--- src/hw/rtl/pdf_pkg.sv ---
// Shared types, constants and CRC helper for the packet deframer.
package pdf_pkg;

    localparam logic [31:0] CRC_POLY        = 32'hEDB8_8320;
    localparam logic [31:0] CRC_PRESET      = 32'hFFFF_FFFF;
    localparam logic [31:0] MAX_PAYLOAD_RST = 32'd65536;

    localparam logic [3:0]  HDR_ID_END      = 4'd2;
    localparam logic [3:0]  HDR_VER_END     = 4'd4;
    localparam logic [3:0]  HDR_LEN_END     = 4'd8;
    localparam logic [3:0]  HDR_LAST        = 4'd11;

    localparam int          APB_ADDR_W      = 3;
    localparam logic        REG_MAX_PAYLOAD = 1'b0;

    typedef enum logic [1:0] {
        ST_OK     = 2'd0,
        ST_LENGTH = 2'd1,
        ST_CRC    = 2'd2
    } t_status;

    typedef struct packed {
        logic [7:0]  data_byte;
        logic        is_payload;
        logic        frame_end;
        t_status     status;
        logic [15:0] frame_id;
        logic [15:0] frame_version;
        logic [31:0] frame_length;
    } t_result;

    // reflected CRC-32, one byte
    function automatic logic [31:0] crc_byte(input logic [31:0] crc, input logic [7:0] b);
        logic [31:0] c;
        c = crc ^ {24'd0, b};
        for (int k = 0; k < 8; k++) begin
            if (c[0]) begin
                c = (c >> 1) ^ CRC_POLY;
            end else begin
                c = c >> 1;
            end
        end
        return c;
    endfunction

endpackage

--- src/hw/rtl/pdf_if.sv ---
// Request channel interfaces: received bytes in, parsed results out.
interface pdf_in_if;
    logic       valid;
    logic       ready;
    logic [7:0] rx_byte;

    modport source (output valid, output rx_byte, input ready);
    modport sink   (input valid, input rx_byte, output ready);
endinterface

interface pdf_out_if;
    logic             valid;
    logic             ready;
    logic [7:0]       data_byte;
    logic             is_payload;
    logic             frame_end;
    pdf_pkg::t_status status;
    logic [15:0]      frame_id;
    logic [15:0]      frame_version;
    logic [31:0]      frame_length;

    modport source (output valid, output data_byte, output is_payload, output frame_end,
                    output status, output frame_id, output frame_version,
                    output frame_length, input ready);
    modport sink   (input valid, input data_byte, input is_payload, input frame_end,
                    input status, input frame_id, input frame_version,
                    input frame_length, output ready);
endinterface

--- src/hw/rtl/pdf_apb_regs.sv ---
// APB configuration register block: max payload length.
module pdf_apb_regs (
    input  logic                           i_clk,
    input  logic                           i_rst_n,
    input  logic                           psel,
    input  logic                           penable,
    input  logic                           pwrite,
    input  logic [pdf_pkg::APB_ADDR_W-1:0] paddr,
    input  logic [31:0]                    pwdata,
    output logic [31:0]                    prdata,
    output logic                           pready,
    output logic [31:0]                    o_max_payload
);
    logic [31:0] r_max_payload;
    logic        sel_max;

    assign pready  = 1'b1;
    assign sel_max = (paddr[pdf_pkg::APB_ADDR_W-1] == pdf_pkg::REG_MAX_PAYLOAD);

    always_ff @(posedge i_clk) begin
        if (!i_rst_n) begin
            r_max_payload <= pdf_pkg::MAX_PAYLOAD_RST;
        end else if (psel && penable && pwrite && pready && sel_max) begin
            r_max_payload <= pwdata;
        end
    end

    assign prdata        = sel_max ? r_max_payload : 32'd0;
    assign o_max_payload = r_max_payload;
endmodule

--- src/hw/rtl/packet_deframer_crc32_check.sv ---
// Top level: length-prefixed frame deframer with CRC-32 check.
//
//  channel  | dir | payload                                  | handshake
//  i_rx     | in  | rx_byte                                  | valid/ready
//  o_res    | out | data_byte, is_payload, frame_end, status, | valid/ready
//           |     | frame_id, frame_version, frame_length    |
//  apb      | in  | max_payload at byte address 0            | psel/penable
//
// One byte per cycle while the output is not stalled; the byte CRC update and
// header parse sit between the frame state registers and the result register.
// A new request is taken whenever the result register is empty or being
// drained, so a stalled output blocks input only when a result is waiting.
// Synchronous active-low reset clears the frame position and result valid and loads the CRC preset.
module packet_deframer_crc32_check (
    input  logic                           i_clk,
    input  logic                           i_rst_n,
    pdf_in_if.sink                         i_rx,
    pdf_out_if.source                      o_res,
    input  logic                           psel,
    input  logic                           penable,
    input  logic                           pwrite,
    input  logic [pdf_pkg::APB_ADDR_W-1:0] paddr,
    input  logic [31:0]                    pwdata,
    output logic [31:0]                    prdata,
    output logic                           pready
);
    logic [31:0] max_payload;

    logic [3:0]  r_hdr_idx,    n_hdr_idx;
    logic        r_in_payload, n_in_payload;
    logic [15:0] r_id,         n_id;
    logic [15:0] r_ver,        n_ver;
    logic [31:0] r_len,        n_len;
    logic [31:0] r_chk,        n_chk;
    logic [31:0] r_crc,        n_crc;
    logic [31:0] r_left,       n_left;

    logic             r_out_valid, n_out_valid;
    pdf_pkg::t_result r_out,       n_out;

    logic        accept;
    logic        emit;
    logic [31:0] crc_upd;
    logic [7:0]  b;

    pdf_apb_regs u_regs (
        .i_clk         (i_clk),
        .i_rst_n       (i_rst_n),
        .psel          (psel),
        .penable       (penable),
        .pwrite        (pwrite),
        .paddr         (paddr),
        .pwdata        (pwdata),
        .prdata        (prdata),
        .pready        (pready),
        .o_max_payload (max_payload)
    );

    assign i_rx.ready = i_rst_n && (!r_out_valid || o_res.ready);
    assign accept     = i_rx.valid && i_rx.ready;
    assign b          = i_rx.rx_byte;
    assign crc_upd    = pdf_pkg::crc_byte(r_crc, b);

    always_comb begin
        n_hdr_idx    = r_hdr_idx;
        n_in_payload = r_in_payload;
        n_id         = r_id;
        n_ver        = r_ver;
        n_len        = r_len;
        n_chk        = r_chk;
        n_crc        = r_crc;
        n_left       = r_left;
        emit         = 1'b0;
        n_out        = r_out;

        if (accept) begin
            if (r_in_payload) begin
                n_crc                = crc_upd;
                n_left               = r_left - 32'd1;
                emit                 = 1'b1;
                n_out.data_byte      = b;
                n_out.is_payload     = 1'b1;
                n_out.frame_end      = 1'b0;
                n_out.status         = pdf_pkg::ST_OK;
                n_out.frame_id       = r_id;
                n_out.frame_version  = r_ver;
                n_out.frame_length   = r_len;
                if (r_left == 32'd1) begin
                    n_out.frame_end = 1'b1;
                    n_out.status    = ((crc_upd ^ pdf_pkg::CRC_PRESET) == r_chk)
                                      ? pdf_pkg::ST_OK : pdf_pkg::ST_CRC;
                    n_in_payload    = 1'b0;
                    n_hdr_idx       = 4'd0;
                    n_left          = 32'd0;
                    n_crc           = pdf_pkg::CRC_PRESET;
                end
            end else begin
                if (r_hdr_idx < pdf_pkg::HDR_LEN_END) begin
                    n_crc = crc_upd;
                end
                if (r_hdr_idx < pdf_pkg::HDR_ID_END) begin
                    n_id = {r_id[7:0], b};
                end else if (r_hdr_idx < pdf_pkg::HDR_VER_END) begin
                    n_ver = {r_ver[7:0], b};
                end else if (r_hdr_idx < pdf_pkg::HDR_LEN_END) begin
                    n_len = {r_len[23:0], b};
                end else begin
                    n_chk = {r_chk[23:0], b};
                end
                n_hdr_idx = r_hdr_idx + 4'd1;

                if (r_hdr_idx == pdf_pkg::HDR_LAST) begin
                    n_hdr_idx           = 4'd0;
                    n_out.data_byte     = 8'd0;
                    n_out.is_payload    = 1'b0;
                    n_out.frame_end     = 1'b1;
                    n_out.frame_id      = r_id;
                    n_out.frame_version = r_ver;
                    n_out.frame_length  = r_len;
                    n_out.status        = pdf_pkg::ST_OK;
                    if (r_len > max_payload) begin
                        emit         = 1'b1;
                        n_out.status = pdf_pkg::ST_LENGTH;
                        n_crc        = pdf_pkg::CRC_PRESET;
                        n_left       = 32'd0;
                    end else if (r_len == 32'd0) begin
                        emit         = 1'b1;
                        n_out.status = ((r_crc ^ pdf_pkg::CRC_PRESET) == n_chk)
                                       ? pdf_pkg::ST_OK : pdf_pkg::ST_CRC;
                        n_crc        = pdf_pkg::CRC_PRESET;
                        n_left       = 32'd0;
                    end else begin
                        n_in_payload = 1'b1;
                        n_left       = r_len;
                    end
                end
            end
        end

        if (emit) begin
            n_out_valid = 1'b1;
        end else if (o_res.ready) begin
            n_out_valid = 1'b0;
        end else begin
            n_out_valid = r_out_valid;
        end
    end

    always_ff @(posedge i_clk) begin
        if (!i_rst_n) begin
            r_hdr_idx    <= 4'd0;
            r_in_payload <= 1'b0;
            r_crc        <= pdf_pkg::CRC_PRESET;
            r_left       <= 32'd0;
            r_out_valid  <= 1'b0;
        end else begin
            r_hdr_idx    <= n_hdr_idx;
            r_in_payload <= n_in_payload;
            r_crc        <= n_crc;
            r_left       <= n_left;
            r_out_valid  <= n_out_valid;
        end
    end

    always_ff @(posedge i_clk) begin
        r_id  <= n_id;
        r_ver <= n_ver;
        r_len <= n_len;
        r_chk <= n_chk;
        r_out <= n_out;
    end

    assign o_res.valid         = r_out_valid;
    assign o_res.data_byte     = r_out.data_byte;
    assign o_res.is_payload    = r_out.is_payload;
    assign o_res.frame_end     = r_out.frame_end;
    assign o_res.status        = r_out.status;
    assign o_res.frame_id      = r_out.frame_id;
    assign o_res.frame_version = r_out.frame_version;
    assign o_res.frame_length  = r_out.frame_length;
endmodule

--- src/flat_wrapper.sv ---
// flat-port wrapper written by rule: the top's interface ports become plain ports
module packet_deframer_crc32_check_flat 
  (i_clk, i_rst_n, psel, penable, pwrite, paddr, pwdata, prdata, pready, i_rx_valid, i_rx_rx_byte, i_rx_ready, o_res_valid, o_res_data_byte, o_res_is_payload, o_res_frame_end, o_res_status, o_res_frame_id, o_res_frame_version, o_res_frame_length, o_res_ready);
  pdf_in_if i_rx_i ();
  pdf_out_if o_res_i ();
  input  logic i_clk;
  input  logic i_rst_n;
  input  logic psel;
  input  logic penable;
  input  logic pwrite;
  input  logic [pdf_pkg::APB_ADDR_W-1:0] paddr;
  input  logic [31:0] pwdata;
  output logic [31:0] prdata;
  output logic pready;
  input wire logic [$bits(i_rx_i.valid)-1:0] i_rx_valid;
  input wire logic [$bits(i_rx_i.rx_byte)-1:0] i_rx_rx_byte;
  output wire logic [$bits(i_rx_i.ready)-1:0] i_rx_ready;
  output wire logic [$bits(o_res_i.valid)-1:0] o_res_valid;
  output wire logic [$bits(o_res_i.data_byte)-1:0] o_res_data_byte;
  output wire logic [$bits(o_res_i.is_payload)-1:0] o_res_is_payload;
  output wire logic [$bits(o_res_i.frame_end)-1:0] o_res_frame_end;
  output wire logic [$bits(o_res_i.status)-1:0] o_res_status;
  output wire logic [$bits(o_res_i.frame_id)-1:0] o_res_frame_id;
  output wire logic [$bits(o_res_i.frame_version)-1:0] o_res_frame_version;
  output wire logic [$bits(o_res_i.frame_length)-1:0] o_res_frame_length;
  input wire logic [$bits(o_res_i.ready)-1:0] o_res_ready;
  assign i_rx_i.valid = i_rx_valid;
  assign i_rx_i.rx_byte = i_rx_rx_byte;
  assign i_rx_ready = i_rx_i.ready;
  assign o_res_valid = o_res_i.valid;
  assign o_res_data_byte = o_res_i.data_byte;
  assign o_res_is_payload = o_res_i.is_payload;
  assign o_res_frame_end = o_res_i.frame_end;
  assign o_res_status = o_res_i.status;
  assign o_res_frame_id = o_res_i.frame_id;
  assign o_res_frame_version = o_res_i.frame_version;
  assign o_res_frame_length = o_res_i.frame_length;
  assign o_res_i.ready = o_res_ready;
  packet_deframer_crc32_check u_core (.i_clk(i_clk), .i_rst_n(i_rst_n), .i_rx(i_rx_i), .o_res(o_res_i), .psel(psel), .penable(penable), .pwrite(pwrite), .paddr(paddr), .pwdata(pwdata), .prdata(prdata), .pready(pready));
endmodule
--- config.mk ---
export PLATFORM = sky130hd
export DESIGN_NAME = packet_deframer_crc32_check_flat
export DESIGN_NICKNAME = d
export VERILOG_FILES = /design/src/hw/rtl/pdf_pkg.sv /design/src/hw/rtl/pdf_if.sv /design/src/hw/rtl/pdf_apb_regs.sv /design/src/hw/rtl/packet_deframer_crc32_check.sv /design/src/flat_wrapper.sv
export SDC_FILE = /design/constraint.sdc
export NUM_CORES = 1
export LEC_CHECK = 0
export ABC_AREA = 0
export ABC_CLOCK_PERIOD_IN_PS = 13200
export BUFFER_PORTS_ARGS = -buffer_cell sky130_fd_sc_hd__buf_2
export CAP_MARGIN = 20
export CORE_MARGIN = 2
export CORE_UTILIZATION = 45
export CTS_BUF_LIST = sky130_fd_sc_hd__clkbuf_4 sky130_fd_sc_hd__clkbuf_8 sky130_fd_sc_hd__clkbuf_16
export DETAILED_ROUTE_END_ITERATION = 7
export PLACE_DENSITY = 0.6
export SLEW_MARGIN = 5
export SYNTH_ARGS = -nofsm -noshare
export SYNTH_HDL_FRONTEND = slang
export SYNTH_HIERARCHICAL = 1
export SYNTH_SLANG_ARGS = --single-unit
export TNS_END_PERCENT = 100
--- constraint.sdc ---
create_clock -name i_clk -period 13.2 [get_ports i_clk]
set_input_delay 0.66 -clock i_clk [delete_from_list [all_inputs] [get_ports i_clk]]
set_output_delay 0.66 -clock i_clk [all_outputs]
set_load 0.01 [all_outputs]
==> metrics, run 1 <==
area delta synth->final 16.9%; Final HPWL DP 21500 µm; CP required 13640 ps; RSZ-0062 raised after global routing false; Min Hold Slack 351 ps; HP Class in2reg; worst slack, placed 9390 ps; DR pass1 iterations 7; clk slew on worst S/H paths 70 ps; Top Ports 161; slew margin rel. 0.306; Setup crit end kind flop; first-pass GRT wire length 48300 µm; number of max-slew violations in the final report 0; Hold Vio Cnt, Final 0; gr usage total 0.203; Die Y 173 µm; CTS Sinks 274; CP arrival 4300 ps; Most used DFF post-synth edfxtp_1; worst slew pin tran 1040 ps; Mapped Nets 1162; P_leak 5.59 nW; Achievable Freq 0.259 GHz; WP depth 11; worst ir drop on vdd 0.106 mV; CP top delay family simple AND/OR/NAND/NOR gates; drt total wl 31100 µm; post-route ant nets 0; Starting Density 0.454; Cell variety after synth 68; cell total after placement 1582; Ys Warns 6; power density cells 174 nW/µm²; #FFs+latches synth 274; slowest stage cell, crit path edfxtp_1; outcome finished, final reports clean; Final Setup Violations 0; Setup crit start kind flop; number of antenna violations at the first check in global routing 0; R2R depth 11; largest net degree at the start of global routing 93; CP Buf/Inv Count 2; CP peak stage delay 540 ps; fill count 2511; vias in the first global route 8369; multi-input logic area 5330 µm²; register area 7210 µm²; total gr overflow 0; port bufs 157; cell mode on critical path buf_4; commonest non-fill, non-tap cell in the layout edfxtp_1; Clock Tree Buf Depth 3; Rows 62; hold path cells 3; Gate Count Post-Synth 1077; Vias per Instance 5.35; cells along the critical path ha_1, nand4_1, or2_1, or3_1, or4_1, o21a_1, a211oi_4, buf_4, a31oi_2, buf_4, o22a_1; Fin Clk Skew 29.0 ps; Worst Setup Path Type reg2reg; Seq/Total Area, Yosys 0.558; Post-CTS Resized 0; Period minus WS final 3870 ps; setup tns final 0 ps; Die Area 30100 µm²; ys async rst share 0; DR WL/cell 19.0 µm; final setup margin 9330 ps; most frequent cells in the layout edfxtp_1 (172), buf_2 (157), dfxtp_1 (102); Post-synth EDFFs 172; syn avg cell area 12.0 µm²; clock root cell clkbuf_16; # hold bufs at CTS 0; number of nets in the layout 1314; final cell count without fillers 1636; area of the core 28500 µm²; DIE WIDTH 173 µm; Setup Fix Bufs, Post-CTS 0; clock latency on the worst-skew pair 570 ps; GP Congestion 0.855; CP Max Fanout 32; Remaining DRCs 0; Period Utilization, post-route 0.293; Netlist Area Pre-Place 12900 µm²; initial drt markers 594; DR vias 8748; total of max-cap violations 0; CTS Buf Count 29; ant diodes 0; CTS tree built; share of layout cells above drive strength 1 0.223; htree depth 1
## kinds of logic (layout without fill, tap and decap cells)
family / Yosys count / in the layout / synth area share
AO/OA/AOI/OAI: 170 / 170 / 0.0886
XOR/XNOR: 150 / 150 / 0.116
adder cells (fa/ha/maj): 35 / 35 / 0.0339
buffers and inverters: 87 / 262 / 0.0312
flip-flops: 274 / 274 / 0.558
multiplexers: 64 / 64 / 0.0527
other: 1 / 1 / 0.000290
AND/OR/NAND/NOR: 296 / 296 / 0.119
## power breakdown
group	switching [W]	internal, W	total [W]
combinational	0.000387	0.000356	0.000742
sequential	0.0000527	0.000952	0.00100
clock	0.000344	0.000543	0.000887
## final cells by class
type                            count  area share
Sequential cell                   274       0.477
Multi-Input combinational cell    716       0.353
Timing Repair Buffer              168      0.0575
Clock buffer                       35      0.0519
Tap cell                          384      0.0318
Clock inverter                     19      0.0178
Inverter                           40      0.0101
## per-layer routing
layer,global-route usage,up-vias,share of wire
met1,0.300,4237,0.47
li1,-,4210,-
met4,0.0459,0,0.016
met3,0.0351,41,0.062
met2,0.314,260,0.45
met5,0,-,0
## through the flow
stage / total power (W) / util / instance area, µm²
global placement: 0.00176 / 0.493 / 14000
floorplan: 0.00161 / - / 12900
detailed placement: 0.00176 / 0.493 / 14000
global route: 0.00276 / 0.530 / 15100
CTS: 0.00266 / 0.530 / 15100
finish: 0.00263 / 0.530 / 15100
## worst reg2reg max path, delay by kind of cell, from the launching register on
family          cells  cell delay (ps)
simple gates        4             1110
compound gates      4             1000
fa+ha+maj           1              370
buf+inv             2              740
flops               1              540
## final timing paths
path	end	slack, ps	startpoint
min	u_core/u_regs/o_max_payload[23]	350	pwdata[23]
max	u_core/r_crc[15]	9330	u_core/r_len[30]
min reg2reg	u_core/o_res.frame_id[8]	420	u_core/r_id[8]
max reg2reg	u_core/r_crc[15]	9330	u_core/r_len[30]
## cells in the mapped netlist (4+ instances only)
| cell | n | share of area |
|---|---|---|
| a21oi_1 | 33 | 0.013 |
| nand4_1 | 17 | 0.0082 |
| ha_1 | 35 | 0.034 |
| nor4_1 | 25 | 0.012 |
| o22a_1 | 13 | 0.0088 |
| nor3_1 | 15 | 0.0058 |
| a221oi_1 | 19 | 0.013 |
| a211oi_1 | 4 | 0.0023 |
| or4_1 | 7 | 0.0041 |
| xnor3_1 | 6 | 0.010 |
| a21o_1 | 10 | 0.0058 |
| xor2_1 | 36 | 0.024 |
| edfxtp_1 | 172 | 0.40 |
| or3_1 | 4 | 0.0019 |
| a2bb2oi_1 | 19 | 0.013 |
| mux2i_1 | 32 | 0.025 |
| clkbuf_1 | 26 | 0.0076 |
| nand3_1 | 8 | 0.0031 |
| buf_2 | 13 | 0.0050 |
| and3_1 | 4 | 0.0019 |
| xnor2_1 | 99 | 0.067 |
| a31oi_1 | 5 | 0.0024 |
| inv_1 | 39 | 0.011 |
| and2_1 | 12 | 0.0058 |
| nor2_1 | 54 | 0.016 |
| mux2_2 | 32 | 0.028 |
| nand2_1 | 89 | 0.026 |
| nor2b_1 | 37 | 0.018 |
| dfxtp_1 | 102 | 0.16 |
| o21ai_0 | 49 | 0.019 |
## sequential cells by signal, indices dropped and copies added, names as in the netlist
register / cells
u_core/r_chk: 32
u_core/u_regs/o_max_payload: 32
u_core/o_res.valid: 1
u_core/o_res.frame_id: 16
u_core/r_left: 32
u_core/o_res.status: 2
u_core/o_res.is_payload: 1
u_core/o_res.frame_length: 32
u_core/r_len: 32
u_core/r_id: 16
u_core/o_res.data_byte: 8
u_core/r_in_payload: 1
u_core/r_hdr_idx: 4
u_core/o_res.frame_end: 1
u_core/r_ver: 16
u_core/o_res.frame_version: 16
u_core/r_crc: 32
(Power assumes the default switching activity.)
==> inputs of run 2 (changes only) <==
Settings changed: ABC_CLOCK_PERIOD_IN_PS 13200 to 3700.
Clock period 13.2 ns to 3.7 ns, I/O delays scaled along.
==> metrics, run 2 (same netlist as run 1, synthesis figures left out) <==
multi-input logic area 5340 µm² (+0.12%); register area 7210 µm² (unchanged); drt total wl 32300 µm (+3.9%); slew margin rel. 0.293 (-0.0129); met3 Usage GRT 0.0329 (-0.00219); area of the core 28500 µm² (unchanged); vias in the first global route 8701 (+4.0%); P_leak 5.81 nW (+4.1%); largest net degree at the start of global routing 92 (-1.1%); CTS Sinks 274 (unchanged); RSZ-0062 raised after global routing false; final setup margin 369 ps (-8960 ps); Setup crit start kind flop; Setup crit end kind flop; R2R Path End u_core/r_left[0]; r2r startpoint u_core/r_len[30]; area delta synth->final 21.0%; most frequent cells in the layout edfxtp_1 (172), buf_2 (157), dfxtp_1 (102); initial drt markers 700 (+18%); commonest non-fill, non-tap cell in the layout edfxtp_1; CP required 4150 ps (-9490 ps); CP Max Fanout 31 (-3.1%); fill count 2466 (-1.8%); Hold Path Sink u_core/r_id[6]; met1 Use GR 0.308 (+0.00788); htree depth 1 (unchanged); Post-CTS Resized 0 (unchanged); Final HPWL DP 22100 µm (+2.9%); post-route ant nets 0 (unchanged); CP Buf/Inv Count 1 (-1); Top Ports 161 (unchanged); outcome finished, final reports clean; port bufs 157 (unchanged); # hold bufs at CTS 39 (+39); number of max-slew violations in the final report 0 (unchanged); share of layout cells above drive strength 1 0.223 (about the same); CP arrival 3790 ps (-510 ps); DR vias 8976 (+2.6%); Worst Setup Path Type reg2reg; Die Area 30100 µm² (unchanged); Reg2Reg Setup Slack 370 ps (-8960 ps); CTS tree built; clk slew on worst S/H paths 70 ps (about the same); Min Hold Slack 69.9 ps (-281 ps); DIE WIDTH 173 µm (unchanged); hold path cells 2 (-1); Clock Tree Buf Depth 3 (unchanged); total of max-cap violations 0 (unchanged); Vias per Instance 5.31 (-0.61%); DR WL/cell 19.1 µm (+0.65%); power density cells 607 nW/µm² (+250%); number of antenna violations at the first check in global routing 0 (unchanged); worst ir drop on vdd 0.415 mV (+290%); clock latency on the worst-skew pair 550 ps (-20 ps); CTS Buf Count 30 (+3.4%); Period minus WS final 3330 ps (-536 ps); Rows 62 (unchanged); CP top delay family simple AND/OR/NAND/NOR gates; Die Y 173 µm (unchanged); GP Congestion 0.822 (-3.9%); total gr overflow 0 (unchanged); Fin Clk Skew 13.8 ps (-15.2 ps); gr usage total 0.211 (+0.00796); Remaining DRCs 0 (unchanged); ant diodes 0 (unchanged); clock root cell clkbuf_16; worst slew pin tran 1060 ps (+20.5 ps); first-pass GRT wire length 50200 µm (+3.9%); Period Utilization, post-route 0.900 (+0.607); CP peak stage delay 500 ps (-40 ps); number of nets in the layout 1366 (+4.0%); cells along the critical path ha_1, nand4_1, or2_1, or3_1, or4_1, o21a_1, a211oi_4, buf_4, a221oi_1, a211oi_1; R2R depth 10 (-1); HP Class in2reg; GR peak layer met2; Final Setup Violations 0 (unchanged); slowest stage cell, crit path edfxtp_1; setup tns final 0 ps (unchanged); hold path startpoint i_rx_rx_byte[6]; Achievable Freq 0.300 GHz (+16%); met2 Usage GRT 0.337 (+0.0232); Hold Vio Cnt, Final 0 (unchanged); worst slack, placed 389 ps (-9000 ps); DR pass1 iterations 7 (unchanged); Starting Density 0.454 (unchanged); Setup Fix Bufs, Post-CTS 0 (unchanged)
## run 2: cell count changes in the layout (fill, tap and decap cells not counted), sizes merged
cell         change
dlygate4sd3     +40
buf             +11
clkinv           +3
bufinv           -1
clkbuf           -1
clkinvlp         +1
## run 2: per-stage QoR
stage	instance area, µm²	std cells	power, W	utilization
floorplan	12900	1077	0.00573	-
global placement	14200	1593	0.00629	0.497
detailed placement	14200	1593	0.00631	0.497
CTS	15600	1688	0.00955	0.548
global route	15600	1689	0.00992	0.549
finish	15600	1689	0.00949	0.549
## run 2: routing by layer
metal | routed length (µm) | share of wire
met1 | 15200 | 0.47
met2 | 14800 | 0.46
met3 | 1790 | 0.056
met4 | 457 | 0.014
met5 | 0 | 0
## run 2: worst max-delay path by stage
stage,start,to,slack [ps],depth (start not counted)
finish,u_core/r_len[30],u_core/r_left[0],370,10
global route,u_core/r_len[30],u_core/r_left[0],230,10
CTS,u_core/r_len[30],u_core/r_left[0],370,10
detailed placement,u_core/r_len[30],u_core/r_left[0],390,10
global placement,u_core/r_len[30],u_core/r_left[0],460,10
floorplan,i_rst_n,u_core/r_id[0],240,6
## run 2: final cells by class
class	instances	share of cell area
flip-flops and latches	274	0.461
well taps	384	0.0308
clock inverters	22	0.0173
repair buffers	219	0.0881
multi-input cells	716	0.342
inverters	40	0.00977
clock buffers	34	0.0511
## run 2: where the power goes
| part | internal (W) | switching [W] | total, W |
|---|---|---|---|
| combinational | 0.00131 | 0.00141 | 0.00273 |
| sequential | 0.00339 | 0.000189 | 0.00358 |
| clock | 0.00191 | 0.00126 | 0.00318 |
| total | 0.00662 | 0.00286 | 0.00949 |
## run 2: worst reg2reg max path: cells and delay by family, from the launching register on
family          cells  cell delay, ps
compound gates      4             880
fa+ha+maj           1             350
buf+inv             1             400
flops               1             500
simple gates        4            1110
==> inputs of run 3 (changes only) <==
Settings changed: ABC_CLOCK_PERIOD_IN_PS 3700 to 2700, PLACE_DENSITY 0.6 to 0.63.
Clock period 3.7 ns to 2.7 ns, I/O delays scaled along.
==> metrics, run 3 (same netlist as run 1, synthesis figures left out) <==
outcome complete, but fails checks; failing checks negative setup slack; number of antenna violations at the first check in global routing 1 (+1); final core occ 0.608 (+0.0596); CTS Buf Count 30 (unchanged); drt total wl 35000 µm (+8.5%); total gr overflow 0 (unchanged); slowest stage cell, crit path edfxtp_1; Rows 62 (unchanged); Logic pwr share 0.352 (+0.064); initial drt markers 772 (+10%); Achievable Freq 0.330 GHz (+9.9%); CP peak stage delay 450 ps (-50 ps); CP Max Fanout 32 (+3.2%); CTS tree built; cells along the critical path ha_4, nand4_1, or2_4, or3_1, or4_1, o21a_1, a211oi_4, a31oi_2, buf_12, o22a_1; Pwr Total 0.0145 W (+53%); worst slew pin tran 895 ps (-166 ps); CP arrival 3460 ps (-330 ps); slew margin rel. 0.403 (+0.111); first-pass GRT wire length 53800 µm (+7.3%); HP Class in2reg; Fin Clk Skew 13.7 ps (-0.156 ps); Final Setup Violations 67 (+67); final setup margin -331 ps (-699 ps); vias in the first global route 9644 (+11%); clk slew on worst S/H paths 60 ps (about the same); Min Hold Slack 38.1 ps (-31.8 ps); worst ir drop on vdd 0.923 mV (+120%); clock latency on the worst-skew pair 560 ps (about the same); power density cells 836 nW/µm² (+38%); clock root cell clkbuf_16; number of max-slew violations in the final report 0 (unchanged); Starting Density 0.454 (unchanged); most frequent cells in the layout edfxtp_1 (172), buf_4 (167), buf_2 (157); CTS Sinks 274 (unchanged); Period minus WS final 3030 ps (-301 ps); RSZ-0062 raised after global routing true; Top Ports 161 (unchanged); commonest non-fill, non-tap cell in the layout edfxtp_1; DR pass1 iterations 5 (-2); Vias per Instance 5.32 (+0.18%); total of max-cap violations 0 (unchanged); htree depth 1 (unchanged); setup tns final -16940 ps (-16940 ps); port bufs 157 (unchanged); DIE WIDTH 173 µm (unchanged); switch share 0.293 (-0.00927); NetSw 0.00424 W (+48%); share of layout cells above drive strength 1 0.341 (+0.118); area of the core 28500 µm² (unchanged); CP required 3130 ps (-1020 ps); area delta synth->final 34.1%; Setup crit start kind flop; post-route ant nets 0 (unchanged); gr usage total 0.226 (+0.0152); Remaining DRCs 0 (unchanged); Period Utilization, post-route 1.12 (+0.222); Hold Vio Cnt, Final 0 (unchanged); DR WL/cell 19.0 µm (-0.81%); Die Area 30100 µm² (unchanged); Setup crit end kind flop; clock power share 0.309 (-0.026); Worst Setup Path Type reg2reg; Final HPWL DP 24600 µm (+11%); Die Y 173 µm (unchanged); number of nets in the layout 1524 (+12%); P_leak 6.75 nW (+16%); DR vias 9833 (+9.5%); largest net degree at the start of global routing 91 (-1.1%); GP Congestion 0.880 (+7.1%); Seq pwr share 0.339 (-0.039); Power Internal 0.0102 W (+55%); Clock Tree Buf Depth 3 (unchanged)
run 3: path summary, 6_finish.rpt:
kind	end	cells past startpoint	slack [ps]	from
min reg2reg	u_core/o_res.frame_version[13]	0	410	u_core/r_ver[13]
min	u_core/r_id[2]	2	40	i_rx_rx_byte[2]
max reg2reg	u_core/r_crc[27]	10	-330	u_core/r_len[25]
max	u_core/r_crc[27]	10	-330	u_core/r_len[25]
run 3: layout make-up:
type                            count  area [µm²]
Timing Repair Buffer              377        2710
Sequential cell                   274        7210
Tap cell                          384         480
Inverter                           40         153
Clock buffer                       38         835
Multi-Input combinational cell    716        5680
Clock inverter                     17         255
Antenna cell                        1        2.50
Fill cell                        2304       11100
run 3: per-layer routing:
layer  wire length [µm]  global-route usage  up-vias
met4                930              0.0643        0
met5                  0                   0        -
met2              17100               0.376      271
met3               1750              0.0336       69
li1                   -                   -     4634
met1              15200               0.310     4859
run 3: per-stage QoR:
stage          setup slack [ps]  area [µm²]  cells
6_report                   -331       17300   1847
5_1_grt                    -408       17300   1847
4_1_cts                    -294       17100   1841
3_5_place_dp               -301       15300   1739
3_3_place_gp               -247       15300   1739
2_1_floorplan             -96.9       13000   1077
run 3: repair_timing:
item,CTS,global route
cloned,2,1
setup endpoints to repair,67,67
hold buffers,37,0
buffers inserted,8,4
hold endpoints to repair,39,0
resized for setup,31,35
pin swaps,16,35
run 3: critical path, delay by kind of cell, from the launching register on:
family,cells,cell delay [ps]
compound gates,4,820
buf+inv,1,200
fa+ha+maj,1,300
simple gates,4,1110
flops,1,450
run 3: power by group through the flow:
| stage | Clock [W] | Sequential [W] | Combinational, W |
|---|---|---|---|
| after global placement | 0 | 0.00497 | 0.00467 |
| after global routing | 0.00471 | 0.00493 | 0.00545 |
| after detailed placement | 0 | 0.00498 | 0.00471 |
| after CTS | 0.00455 | 0.00489 | 0.00503 |
| after floorplan | 0 | 0.00494 | 0.00291 |
| final | 0.00448 | 0.00491 | 0.00509 |
